<file path="src/rtl/gkc_pkg.sv">
// Shared types and constants for the graph kernel checker.
`timescale 1ns / 1ps

package gkc_pkg;

    localparam int DEFAULT_MAX_VERTICES = 16;

    localparam logic [4:0] NUM_VERTICES_RESET = 5'd16;
    localparam logic [8:0] EDGE_COUNT_MAX     = 9'd511;

    localparam logic [1:0] OP_ADD_EDGE   = 2'd0;
    localparam logic [1:0] OP_ADD_MEMBER = 2'd1;
    localparam logic [1:0] OP_CHECK      = 2'd2;
    localparam logic [1:0] OP_CLEAR      = 2'd3;

    typedef struct packed {
        logic [1:0] op;
        logic [3:0] src_vertex;
        logic [3:0] dst_vertex;
        logic [3:0] member_vertex;
    } item_t;

    typedef struct packed {
        logic       is_kernel;
        logic [8:0] edge_count;
        logic [4:0] member_count;
    } result_t;

    // Control from the sequencer to the row accumulation unit.
    typedef struct packed {
        logic clear;
        logic step;
        logic member;
    } row_ctrl_t;

endpackage

</file>
<file path="src/rtl/gkc_row_mem.sv">
// Adjacency row memory with one valid bit per row, so that a clear resets every row together.
`timescale 1ns / 1ps

module gkc_row_mem
    import gkc_pkg::*;
#(
    parameter int DEPTH = DEFAULT_MAX_VERTICES,
    parameter int WIDTH = DEFAULT_MAX_VERTICES
) (
    input  logic                     clk,
    input  logic                     rst_n,
    input  logic                     clear,
    input  logic                     wr_en,
    input  logic [$clog2(DEPTH)-1:0] wr_addr,
    input  logic [WIDTH-1:0]         wr_data,
    input  logic                     rd_en,
    input  logic [$clog2(DEPTH)-1:0] rd_addr,
    output logic [WIDTH-1:0]         rd_data
);

    logic [WIDTH-1:0] mem [DEPTH];
    logic [DEPTH-1:0] valid_reg;
    logic [WIDTH-1:0] rd_data_reg;

    always_ff @(posedge clk or negedge rst_n)
    begin
        if (!rst_n)
        begin
            valid_reg <= '0;
        end
        else if (clear)
        begin
            valid_reg <= '0;
        end
        else if (wr_en)
        begin
            valid_reg[wr_addr] <= 1'b1;
        end
    end

    always_ff @(posedge clk)
    begin
        if (wr_en)
        begin
            mem[wr_addr] <= wr_data;
        end
    end

    // A row that was never written since the last clear reads as all zeros.
    always_ff @(posedge clk)
    begin
        if (rd_en)
        begin
            rd_data_reg <= valid_reg[rd_addr] ? mem[rd_addr] : '0;
        end
    end

    assign rd_data = rd_data_reg;

endmodule

</file>
<file path="src/rtl/gkc_row_unit.sv">
// Accumulates member conflicts and the reach set, one adjacency row per step.
`timescale 1ns / 1ps

module gkc_row_unit
    import gkc_pkg::*;
#(
    parameter int WIDTH = DEFAULT_MAX_VERTICES
) (
    input  logic             clk,
    input  logic             rst_n,
    input  row_ctrl_t        ctrl,
    input  logic [WIDTH-1:0] row,
    input  logic [WIDTH-1:0] member_set,
    output logic             conflict,
    output logic [WIDTH-1:0] reach
);

    logic             conflict_reg;
    logic             conflict_next;
    logic [WIDTH-1:0] reach_reg;
    logic [WIDTH-1:0] reach_next;

    always_comb
    begin
        conflict_next = conflict_reg;
        reach_next    = reach_reg;
        if (ctrl.clear)
        begin
            conflict_next = 1'b0;
            reach_next    = '0;
        end
        else if (ctrl.step && ctrl.member)
        begin
            // A member whose row touches any member breaks independence.
            conflict_next = conflict_reg | (|(row & member_set));
            reach_next    = reach_reg | row;
        end
    end

    always_ff @(posedge clk or negedge rst_n)
    begin
        if (!rst_n)
        begin
            conflict_reg <= 1'b0;
            reach_reg    <= '0;
        end
        else
        begin
            conflict_reg <= conflict_next;
            reach_reg    <= reach_next;
        end
    end

    assign conflict = conflict_reg;
    assign reach    = reach_reg;

endmodule

</file>
<file path="src/rtl/graph_kernel_check.sv">
// Top level of the directed graph kernel checker: sequencer and output register.
`timescale 1ns / 1ps

// Keeps a directed adjacency matrix over up to MAX_VERTICES vertices, a
// candidate vertex set and a distinct edge count, and on a check transfer
// reports whether the set is a kernel. Adding a member and clearing end in the
// idle state; an edge also passes through the edge state, as the stored row
// is read through the memory's registered read port before it is written
// back. A check walks every adjacency row through that single read port and
// the shared row unit, one row a cycle, then waits in the done state while
// the previous result has not been taken. The input is stalled until the
// current item is finished. Clearing is immediate through per-row valid bits,
// so no sweep follows reset. The configuration port is always ready; the user
// writes it only while the block is idle, which the block does not enforce.
module graph_kernel_check
    import gkc_pkg::*;
#(
    parameter int MAX_VERTICES = DEFAULT_MAX_VERTICES
) (
    input  logic       clk,
    input  logic       rst_n,
    input  logic       item_valid,
    output logic       item_stall,
    input  item_t      item,
    output logic       result_valid,
    input  logic       result_stall,
    output result_t    result,
    input  logic       cfg_valid,
    output logic       cfg_ready,
    input  logic [4:0] cfg_data
);

    localparam int IDX_W = $clog2(MAX_VERTICES);
    localparam int CNT_W = $clog2(MAX_VERTICES + 1);
    localparam int CMP_W = (CNT_W > 5) ? CNT_W : 5;
    localparam logic [IDX_W-1:0] LAST_IDX = IDX_W'(MAX_VERTICES - 1);

    localparam logic [1:0] ST_IDLE = 2'd0;
    localparam logic [1:0] ST_EDGE = 2'd1;
    localparam logic [1:0] ST_SCAN = 2'd2;
    localparam logic [1:0] ST_DONE = 2'd3;

    logic [1:0]              state_reg;
    logic [1:0]              state_next;
    logic [IDX_W-1:0]        scan_idx_reg;
    logic [IDX_W-1:0]        scan_idx_next;
    logic [IDX_W-1:0]        edge_src_reg;
    logic [IDX_W-1:0]        edge_src_next;
    logic [MAX_VERTICES-1:0] edge_bit_reg;
    logic [MAX_VERTICES-1:0] edge_bit_next;
    logic [MAX_VERTICES-1:0] set_reg;
    logic [MAX_VERTICES-1:0] set_next;
    logic [8:0]              edge_count_reg;
    logic [8:0]              edge_count_next;
    logic [4:0]              member_count_reg;
    logic [4:0]              member_count_next;
    logic [4:0]              num_vertices_reg;
    logic                    result_valid_reg;
    logic                    result_valid_next;
    result_t                 result_reg;
    result_t                 result_next;

    logic [CMP_W-1:0]        n_eff;
    logic [MAX_VERTICES-1:0] active_mask;
    logic                    src_ok;
    logic                    dst_ok;
    logic                    member_ok;
    logic                    kernel_ok;

    logic                    mem_clear;
    logic                    mem_wr_en;
    logic [IDX_W-1:0]        mem_wr_addr;
    logic [MAX_VERTICES-1:0] mem_wr_data;
    logic                    mem_rd_en;
    logic [IDX_W-1:0]        mem_rd_addr;
    logic [MAX_VERTICES-1:0] mem_rd_data;

    row_ctrl_t               unit_ctrl;
    logic                    unit_conflict;
    logic [MAX_VERTICES-1:0] unit_reach;

    gkc_row_mem #(
        .DEPTH (MAX_VERTICES),
        .WIDTH (MAX_VERTICES)
    ) u_row_mem (
        .clk     (clk),
        .rst_n   (rst_n),
        .clear   (mem_clear),
        .wr_en   (mem_wr_en),
        .wr_addr (mem_wr_addr),
        .wr_data (mem_wr_data),
        .rd_en   (mem_rd_en),
        .rd_addr (mem_rd_addr),
        .rd_data (mem_rd_data)
    );

    gkc_row_unit #(
        .WIDTH (MAX_VERTICES)
    ) u_row_unit (
        .clk        (clk),
        .rst_n      (rst_n),
        .ctrl       (unit_ctrl),
        .row        (mem_rd_data),
        .member_set (set_reg),
        .conflict   (unit_conflict),
        .reach      (unit_reach)
    );

    // A register value above the vertex capacity acts as the capacity.
    always_comb
    begin
        if (CMP_W'(num_vertices_reg) > CMP_W'(MAX_VERTICES))
        begin
            n_eff = CMP_W'(MAX_VERTICES);
        end
        else
        begin
            n_eff = CMP_W'(num_vertices_reg);
        end
    end

    always_comb
    begin
        for (int i = 0; i < MAX_VERTICES; i++)
        begin
            active_mask[i] = (CMP_W'(i) < n_eff);
        end
    end

    assign src_ok    = (CMP_W'(item.src_vertex) < n_eff);
    assign dst_ok    = (CMP_W'(item.dst_vertex) < n_eff);
    assign member_ok = (CMP_W'(item.member_vertex) < n_eff);
    assign kernel_ok = !unit_conflict && ((active_mask & ~set_reg & ~unit_reach) == '0);

    always_comb
    begin
        state_next        = state_reg;
        scan_idx_next     = scan_idx_reg;
        edge_src_next     = edge_src_reg;
        edge_bit_next     = edge_bit_reg;
        set_next          = set_reg;
        edge_count_next   = edge_count_reg;
        member_count_next = member_count_reg;
        result_valid_next = result_valid_reg;
        result_next       = result_reg;
        mem_clear         = 1'b0;
        mem_wr_en         = 1'b0;
        mem_wr_addr       = edge_src_reg;
        mem_wr_data       = mem_rd_data | edge_bit_reg;
        mem_rd_en         = 1'b0;
        mem_rd_addr       = '0;
        unit_ctrl         = '0;

        if (result_valid_reg && !result_stall)
        begin
            result_valid_next = 1'b0;
        end

        unique case (state_reg)
            ST_IDLE:
            begin
                if (item_valid)
                begin
                    unique case (item.op)
                        OP_ADD_EDGE:
                        begin
                            if (src_ok && dst_ok)
                            begin
                                mem_rd_en     = 1'b1;
                                mem_rd_addr   = IDX_W'(item.src_vertex);
                                edge_src_next = IDX_W'(item.src_vertex);
                                edge_bit_next = MAX_VERTICES'(1) << IDX_W'(item.dst_vertex);
                                state_next    = ST_EDGE;
                            end
                        end
                        OP_ADD_MEMBER:
                        begin
                            if (member_ok && !set_reg[IDX_W'(item.member_vertex)])
                            begin
                                set_next = set_reg
                                    | (MAX_VERTICES'(1) << IDX_W'(item.member_vertex));
                                member_count_next = member_count_reg + 5'd1;
                            end
                        end
                        OP_CHECK:
                        begin
                            mem_rd_en       = 1'b1;
                            mem_rd_addr     = '0;
                            scan_idx_next   = '0;
                            unit_ctrl.clear = 1'b1;
                            state_next      = ST_SCAN;
                        end
                        OP_CLEAR:
                        begin
                            mem_clear         = 1'b1;
                            set_next          = '0;
                            edge_count_next   = '0;
                            member_count_next = '0;
                        end
                        default: ;
                    endcase
                end
            end
            ST_EDGE:
            begin
                // Only a previously clear bit counts as a new edge.
                if ((mem_rd_data & edge_bit_reg) == '0)
                begin
                    mem_wr_en = 1'b1;
                    if (edge_count_reg != EDGE_COUNT_MAX)
                    begin
                        edge_count_next = edge_count_reg + 9'd1;
                    end
                end
                state_next = ST_IDLE;
            end
            ST_SCAN:
            begin
                unit_ctrl.step   = 1'b1;
                unit_ctrl.member = set_reg[scan_idx_reg];
                if (scan_idx_reg == LAST_IDX)
                begin
                    state_next = ST_DONE;
                end
                else
                begin
                    mem_rd_en     = 1'b1;
                    mem_rd_addr   = scan_idx_reg + 1'b1;
                    scan_idx_next = scan_idx_reg + 1'b1;
                end
            end
            ST_DONE:
            begin
                if (!result_valid_reg || !result_stall)
                begin
                    result_valid_next        = 1'b1;
                    result_next.is_kernel    = kernel_ok;
                    result_next.edge_count   = edge_count_reg;
                    result_next.member_count = member_count_reg;
                    state_next               = ST_IDLE;
                end
            end
            default:
            begin
                state_next = ST_IDLE;
            end
        endcase
    end

    always_ff @(posedge clk or negedge rst_n)
    begin
        if (!rst_n)
        begin
            state_reg        <= ST_IDLE;
            scan_idx_reg     <= '0;
            set_reg          <= '0;
            edge_count_reg   <= '0;
            member_count_reg <= '0;
            num_vertices_reg <= NUM_VERTICES_RESET;
            result_valid_reg <= 1'b0;
        end
        else
        begin
            state_reg        <= state_next;
            scan_idx_reg     <= scan_idx_next;
            set_reg          <= set_next;
            edge_count_reg   <= edge_count_next;
            member_count_reg <= member_count_next;
            result_valid_reg <= result_valid_next;
            if (cfg_valid)
            begin
                num_vertices_reg <= cfg_data;
            end
        end
    end

    always_ff @(posedge clk)
    begin
        edge_src_reg <= edge_src_next;
        edge_bit_reg <= edge_bit_next;
        result_reg   <= result_next;
    end

    assign item_stall   = (state_reg != ST_IDLE);
    assign result_valid = result_valid_reg;
    assign result       = result_reg;
    assign cfg_ready    = 1'b1;

`ifndef SYNTHESIS
    a_edge_one_cycle: assert property (@(posedge clk) disable iff (!rst_n)
        state_reg == ST_EDGE |=> state_reg == ST_IDLE)
        else $error("edge update did not return to idle");

    a_check_starts_scan: assert property (@(posedge clk) disable iff (!rst_n)
        item_valid && !item_stall && item.op == OP_CHECK |=> state_reg == ST_SCAN)
        else $error("accepted check did not start a scan");

    a_scan_advances: assert property (@(posedge clk) disable iff (!rst_n)
        state_reg == ST_SCAN && scan_idx_reg != LAST_IDX
        |=> state_reg == ST_SCAN && scan_idx_reg == $past(scan_idx_reg) + 1'b1)
        else $error("row scan did not advance by one row");

    a_member_count: assert property (@(posedge clk) disable iff (!rst_n)
        member_count_reg == 5'($countones(set_reg)))
        else $error("member count disagrees with candidate set");

    a_result_from_done: assert property (@(posedge clk) disable iff (!rst_n)
        $rose(result_valid_reg) |-> $past(state_reg) == ST_DONE)
        else $error("result raised outside the done state");
`endif

endmodule
</file>
<file path="config.mk">
export PLATFORM = sky130hd
export DESIGN_NAME = graph_kernel_check
export DESIGN_NICKNAME = d
export VERILOG_FILES = /design/src/rtl/gkc_pkg.sv /design/src/rtl/gkc_row_mem.sv /design/src/rtl/gkc_row_unit.sv /design/src/rtl/graph_kernel_check.sv
export SDC_FILE = /design/constraint.sdc
export NUM_CORES = 1
export LEC_CHECK = 0
export BUFFER_PORTS_ARGS = -buffer_cell sky130_fd_sc_hd__buf_4
export CAP_MARGIN = 30
export CORE_MARGIN = 5
export CORE_UTILIZATION = 58
export DETAILED_ROUTE_END_ITERATION = 10
export GPL_TIMING_DRIVEN = 0
export PLACE_DENSITY = 0.76
export SYNTH_ARGS = -nofsm -noshare
export SYNTH_HDL_FRONTEND = slang
export SYNTH_HIERARCHICAL = 1
export SYNTH_SLANG_ARGS = --single-unit
</file>
<file path="constraint.sdc">
create_clock -name clk -period 9.55 [get_ports clk]
set_clock_uncertainty 0.05 [all_clocks]
set_input_delay 0.955 -clock clk [delete_from_list [all_inputs] [get_ports clk]]
set_output_delay 0.955 -clock clk [all_outputs]
set_load 0.01 [all_outputs]
</file>
# Word-level counts from Yosys, hierarchy flattened
# Memory sizes are Yosys's and may differ from the RTL's. A register that Yosys moved wholly into a read port is not among the register bits.
# Cells that the tools add are included.
# totals
memories,1
inputBits,24
romBits,0
latchBits,0
out_inout_bits,18
elab_cells,163
ram_bits,256
ff_bits,110
# mem_list
name,words,word_bits,read_ports,rd_ports_with_merged_regs,wr,line_no,source
u_row_mem.mem,16,16,1,1,1,gkc_row_mem.sv:21,logic [WIDTH-1:0] mem [DEPTH];
# classes
order_cmp,25
n_bitwise,11
reduce_logical,29
mul,0
add_sub_neg,3
mux,58
shifts,2
div_mod_pow,0
n_eq_ne,19
# ops
op,count
$mux W16,5
$and A16 B16 Y16,4
$or A16 B16 Y16,4
$lt A4 B5 Y1 const A,8
$mux W9,4
$logic_not A16 Y1,2
$not A16 Y16,2
$pmux W16 S2,1
$shl A1 B4 Y16 const A,2
$mux W4,7
$mux W1,22
$lt A3 B5 Y1 const A,4
$lt A4 B5 Y1 const B,4
$pmux W9 S2,1
$pmux W4 S2,2
$reduce_or A16 Y1,1
$lt A4 B5 Y1,3
$ne A2 B2 Y1 const B,7
$bmux W1 S4,3
$reduce_and A4 Y1,3
$reduce_bool A2 Y1,6
$lt A1 B5 Y1 const A,2
$lt A2 B5 Y1 const A,2
$mux W2,5
other kinds (25),43

# Logic depth before layout (Yosys ltp)
# depth
depth_word,11
mapped_depth,13
ltp_nobuf,10

# Hierarchy
# The synthesis kept the hierarchy.
# modules_own_cells
module,cells_per_inst,seq_area_each_um2,area_per_inst_um2,n_inst
gkc_row_mem,492,8568.2,10908.0,1
graph_kernel_check,391,2103.3,4164.0,1
gkc_row_unit,66,425.4,738.2,1

# Least setup slack after synthesis
# Ideal clock, no wire load.
# synth_path
path_type,input to register
start,in item[4] in the netlist's numbering
end,"reg edge_bit_reg[0], enable pin"
path_stages,5
path_buffers,0
setup_time_ns,0.507
required_time_ns,8.993
t_arrival_ns,5.242
slack_ns,3.751
path_cell_list,or3b_2 > a21o_1 > a21oi_1 > o221ai_1 > a2111oi_0
# synth_between
elab_chain_len,3
# synth_rtl
element,line_no,source
start: declaration,graph_kernel_check.sv:24,"input item_t item,"
$lt A4 B5 Y1,graph_kernel_check.sv:131,assign dst_ok = (CMP_W'(item.dst_vertex) < n_eff);
$logic_and A1 B1 Y1,graph_kernel_check.sv:167,if (src_ok && dst_ok)
$reduce_and A4 Y1 (no line),--,
end signal: assignment,graph_kernel_check.sv:280,edge_bit_reg <= edge_bit_next;
end: declaration,graph_kernel_check.sv:49,logic [MAX_VERTICES-1:0] edge_bit_reg;
# Every way passes these cells.
# A chain may end at the register's enable or synchronous reset.

# Worst setup path after layout
# layout_path
start,reg num_vertices_reg[4]
end,"reg u_row_mem.rd_data_reg[14], in the netlist u_row_mem/rd_data[14], read port of u_row_mem.mem (data pin)"
# layout_between
elab_chain_len,11
word_cells_on_any_way,16
classes_between,order compare (3); mux (11); reduce/logical (2)
# layout_rtl
element,line_no,source
start: declaration,graph_kernel_check.sv:57,logic [4:0] num_vertices_reg;
start signal: assignment,graph_kernel_check.sv:272,num_vertices_reg <= cfg_data;
$gt A5 B5 Y1,graph_kernel_check.sv:112,if (CMP_W'(num_vertices_reg) > CMP_W'(MAX_VERTICES))
$mux W5 *,graph_kernel_check.sv:112,
"$lt A4 B5 Y1, on equally long branches","graph_kernel_check.sv:130, graph_kernel_check.sv:131",
$logic_and A1 B1 Y1 *,graph_kernel_check.sv:167,
$mux W4 *,graph_kernel_check.sv:167,
$mux W4 *,graph_kernel_check.sv:164,unique case (item.op)
$mux W4 *,graph_kernel_check.sv:162,if (item_valid)
$pmux W4 S2 *,graph_kernel_check.sv:159,unique case (state_reg)
net mem_rd_addr[2],graph_kernel_check.sv:75,logic [IDX_W-1:0] mem_rd_addr;
$bmux W1 S4,gkc_row_mem.sv:54,rd_data_reg <= valid_reg[rd_addr] ? mem[rd_addr] : '0;
$mux W1 (implied by the code),gkc_row_mem.sv:54,
$logic_not A1 Y1 (no line),--,
end: declaration,gkc_row_mem.sv:23,logic [WIDTH-1:0] rd_data_reg;
# Mark *: on every way through the listed nets, which the timed path passes. The rest lies on a longest branch. The select of a mux whose other input is x is not followed.

==> out/metrics.csv <==
stage;metric;value;unit
pwr;Clock power frac;0.325;
pwr;Sequential Power Share;0.463;
routing;drt total wl;36870;um
grt;first-pass GRT wire length;57390;um
logic_synthesis;syn nets;986;
logic_synthesis;Seq/Total Area, Yosys;0.7019;
layout;layout cells sized above 1;0.2493;
setup_path;WP data required;9750;ps
logic_synthesis;Post-Synth XOR/XNOR Area;0.001108;
routing;initial DRC count;1164;
grt;vias in the first global route;9488;
floorplanning;full die area;30660;um^2
setup_path;Worst R2R Path Depth;13;
routing;Avg Vias per Cell;6.585;
layout;n_diodes;0;
layout;Final Util;0.6764;
pwr;Sw Share;0.2831;
setup_path;crit path kind;reg -> reg;
pwr;Logic pwr share;0.212;
logic_synthesis;Netlist Area Pre-Place;15810;um^2
logic_synthesis;adder-cell area share of the yosys netlist;0.01029;
setup_path;CP Capture Type;flop;
sta;RSZ-0062 raised after global routing;false;
setup_path;Crit Reg-Reg Startpoint;num_vertices_reg[4]$_DFFE_PN1P_;
place;DP HPWL;24010;um
logic_synthesis;Commonest cells post-synth;307 x edfxtp_1, 107 x nor2_1, 74 x dfrtp_1, 74 x mux4_2, 45 x a22oi_1;
setup_path;CP max-delay cell;dfstp_2;
layout;fill count;1779;
setup_path;worst-path fanout max;10;
clock_network;clock latency on the worst-skew pair;530;ps
clock_network;Post-CTS Resized;0;
pwr;Peak VDD IR;0.1788;mV
logic_synthesis;syn_area_per_cell;16.66;um^2
layout;nets;1086;
logic_synthesis;cell with the most instances after synthesis;edfxtp_1;
logic_synthesis;Yosys top cell area share;0.5831;
min_path;hold crit path type;in -> async;
sta;max-slew violations;0;
logic_synthesis;FF+latch count, synth;382;
routing;WL/cell;25.96;um
logic_synthesis;Synth Area in Compound Gates;0.07819;
logic_synthesis;mux share of post-synthesis cell area;0.1145;
logic_synthesis;largest family of logic cells by synthesized area;multiplexers;
pwr;internal power;3.242;mW
layout;Multi-input gate area;4433;um^2
sta;worst slew pin tran;952.8;ps
grt;largest net degree at the start of global routing;76;
grt;total track usage;0.2465;
clock_network;Num CTS Buffers;39;
grt;grt total ovfl;0;
logic_synthesis;synth top area cells;edfxtp_1 58%, dfrtp_1 12%, mux4_2 11%;
logic_synthesis;Post-synth EDFFs;307;
layout;max FFs per register;256;
sta;TNS Setup;0;ps
setup_path;crit path DAT;5230;ps
logic_synthesis;Mapped Cells;949;
floorplanning;die width;175.1;um
sta;Final Hold Slack;170.9;ps
floorplanning;Initial Util;0.5883;
floorplanning;std cell rows;60;
setup_path;R2R setup slack;4520;ps
routing;drt pass-1 iters;5;
clock_network;CTS tree;done;
routing;total number of vias;9351;
clock_network;Root Driver;clkbuf_16;
place;Port Buffers;37;
layout;Sequential Area;11100;um^2
setup_path;worst setup path endpoint;u_row_mem/rd_data[14]$_SDFFCE_PN0P_;
sta;Rel. slew slack;0.3613;
sta;Tmin final;5029;ps
logic_synthesis;Yosys cell types;63;
pwr;LEAKAGE;6.287;nW
logic_synthesis;yosys warns;6;
logic_synthesis;async set or reset register ratio after synthesis;0.1963;
setup_path;max incr delay on CP;590;ps
floorplanning;Die Y;175.1;um
clock_network;CTS sink count;382;
pwr;PwrDens;248.7;nW/um^2
clock_network;H-tree Lvls;2;
setup_path;Critical path origin;num_vertices_reg[4]$_DFFE_PN1P_;
logic_synthesis;cell taking the most area after synthesis;edfxtp_1;
pwr;Psw;1.280;mW
clock_network;CTS Buffer Depth;3;
floorplanning;Ports;42;
routing;DRT antenna net count;0;
layout;Largest Register;u_row_mem/mem;
grt;initial antenna violation count;0;
setup_path;crit path launch type;flop;
layout;Layout area overhead;14.99;%
floorplanning;core area;26880;um^2
logic_synthesis;post-synthesis simple-gate area fraction;0.07225;
sta;final hold vios;0;
logic_synthesis;commonest register cell after synthesis;edfxtp_1;
sta;Fmax;0.1989;GHz
setup_path;worst-path cell chain;clkbuf_1, inv_1, nand2_1, ha_1, a21oi_1, o221ai_1, o21ai_0, buf_6, buf_2, buf_2, mux4_2, a22oi_1, a21oi_1;
outcome;status;finished clean;
clock_network;CTS Hold Bufs;0;
place;global placement routability congestion;0.8555;
sta;final setup fails;0;
routing;drc violations;0;
clock_network;postcts setup bufs;0;
clock_network;Clock transition at path regs;60;ps
flow_run;Max-cap violations;0;
sta;Final period util;0.5266;
setup_path;r2r endpoint;u_row_mem/rd_data[14]$_SDFFCE_PN0P_;
-- how the worst min path moves through the flow --
stage,from,endpoint,slack [ps],cells after the start
after floorplan,member_count_reg[4]$_DFFE_PN0P_,result[4]$_DFFE_PP_,390,0
after global placement,member_count_reg[4]$_DFFE_PN0P_,result[4]$_DFFE_PP_,410,0
after detailed placement,edge_count_reg[2]$_DFFE_PN0P_,result[7]$_DFFE_PP_,420,0
after CTS,edge_count_reg[2]$_DFFE_PN0P_,result[7]$_DFFE_PP_,430,0
after global routing,rst_n,u_row_unit/reach[4]$_DFFE_PN0P_,160,1
final,rst_n,u_row_unit/reach[1]$_DFFE_PN0P_,170,1
-- worst max-delay path, delay by kind of cell (launching register included) --
kind	cells	cell delay, ps
fa+ha+maj	1	300
mux	1	350
buf+inv	5	1650
simple gates	1	310
compound gates	5	1480
flops	1	590
-- stage by stage --
| stage | instance area, um^2 | power, mW | cells | setup WS [ps] |
|---|---|---|---|---|
| after detailed placement | 16920 | 3.064 | 1348 | 4817 |
| after global routing | 18180 | 4.718 | 1420 | 4441 |
| after CTS | 18150 | 4.534 | 1419 | 4691 |
| after global placement | 16510 | 3.033 | 1327 | 2071 |
| after floorplan | 15810 | 2.753 | 949 | 3751 |
| final | 18180 | 4.522 | 1420 | 4521 |
-- cell usage in the layout (no fill, tap or decap), types with 13 or more instances in the layout --
cell / instances
a21oi_1: 39
a22oi_1: 45
a41oi_1: 20
buf_4: 43
clkbuf_1: 32
clkbuf_16: 40
dfrtp_1: 74
edfxtp_1: 307
ha_1: 13
mux4_2: 74
nand2_1: 25
nand2b_1: 14
nand3_1: 16
nor2_1: 95
nor3_1: 13
o21ai_0: 14
or2_2: 17
-- cells by family after synthesis --
| group | Yosys count |
|---|---|
| flops | 382 |
| simple gates | 236 |
| compound gates | 172 |
| mux | 83 |
| buf+inv | 60 |
| fa+ha+maj | 13 |
| xor+xnor | 2 |
| other cells | 1 |
-- metal layers --
layer | global-route usage | routed length, um | vias to the layer above
li1 | - | - | 4001
met1 | 0.3482 | 14480 | 4764
met2 | 0.3991 | 18350 | 498
met3 | 0.04392 | 2973 | 88
met4 | 0.07594 | 1064 | 0
met5 | 0 | 0 | -
-- layout make-up --
cell class / instances / area share
inverter: 12 / 0.002478
sequential: 382 / 0.6104
multi-input combinational: 507 / 0.2438
timing repair buffer: 59 / 0.03551
clock inverter: 18 / 0.01032
clock buffer: 53 / 0.05774
tap: 341 / 0.02347
buffer: 48 / 0.01624
-- power groups by stage --
| stage | clock network [mW] | registers, mW | logic (mW) |
|---|---|---|---|
| floorplan | 0 | 2.08 | 0.673 |
| global placement | 0 | 2.12 | 0.911 |
| detailed placement | 0 | 2.12 | 0.940 |
| CTS | 1.49 | 2.09 | 0.954 |
| global route | 1.57 | 2.11 | 1.04 |
| finish | 1.47 | 2.10 | 0.958 |
No activity file was read; power rests on OpenSTA's default activity.
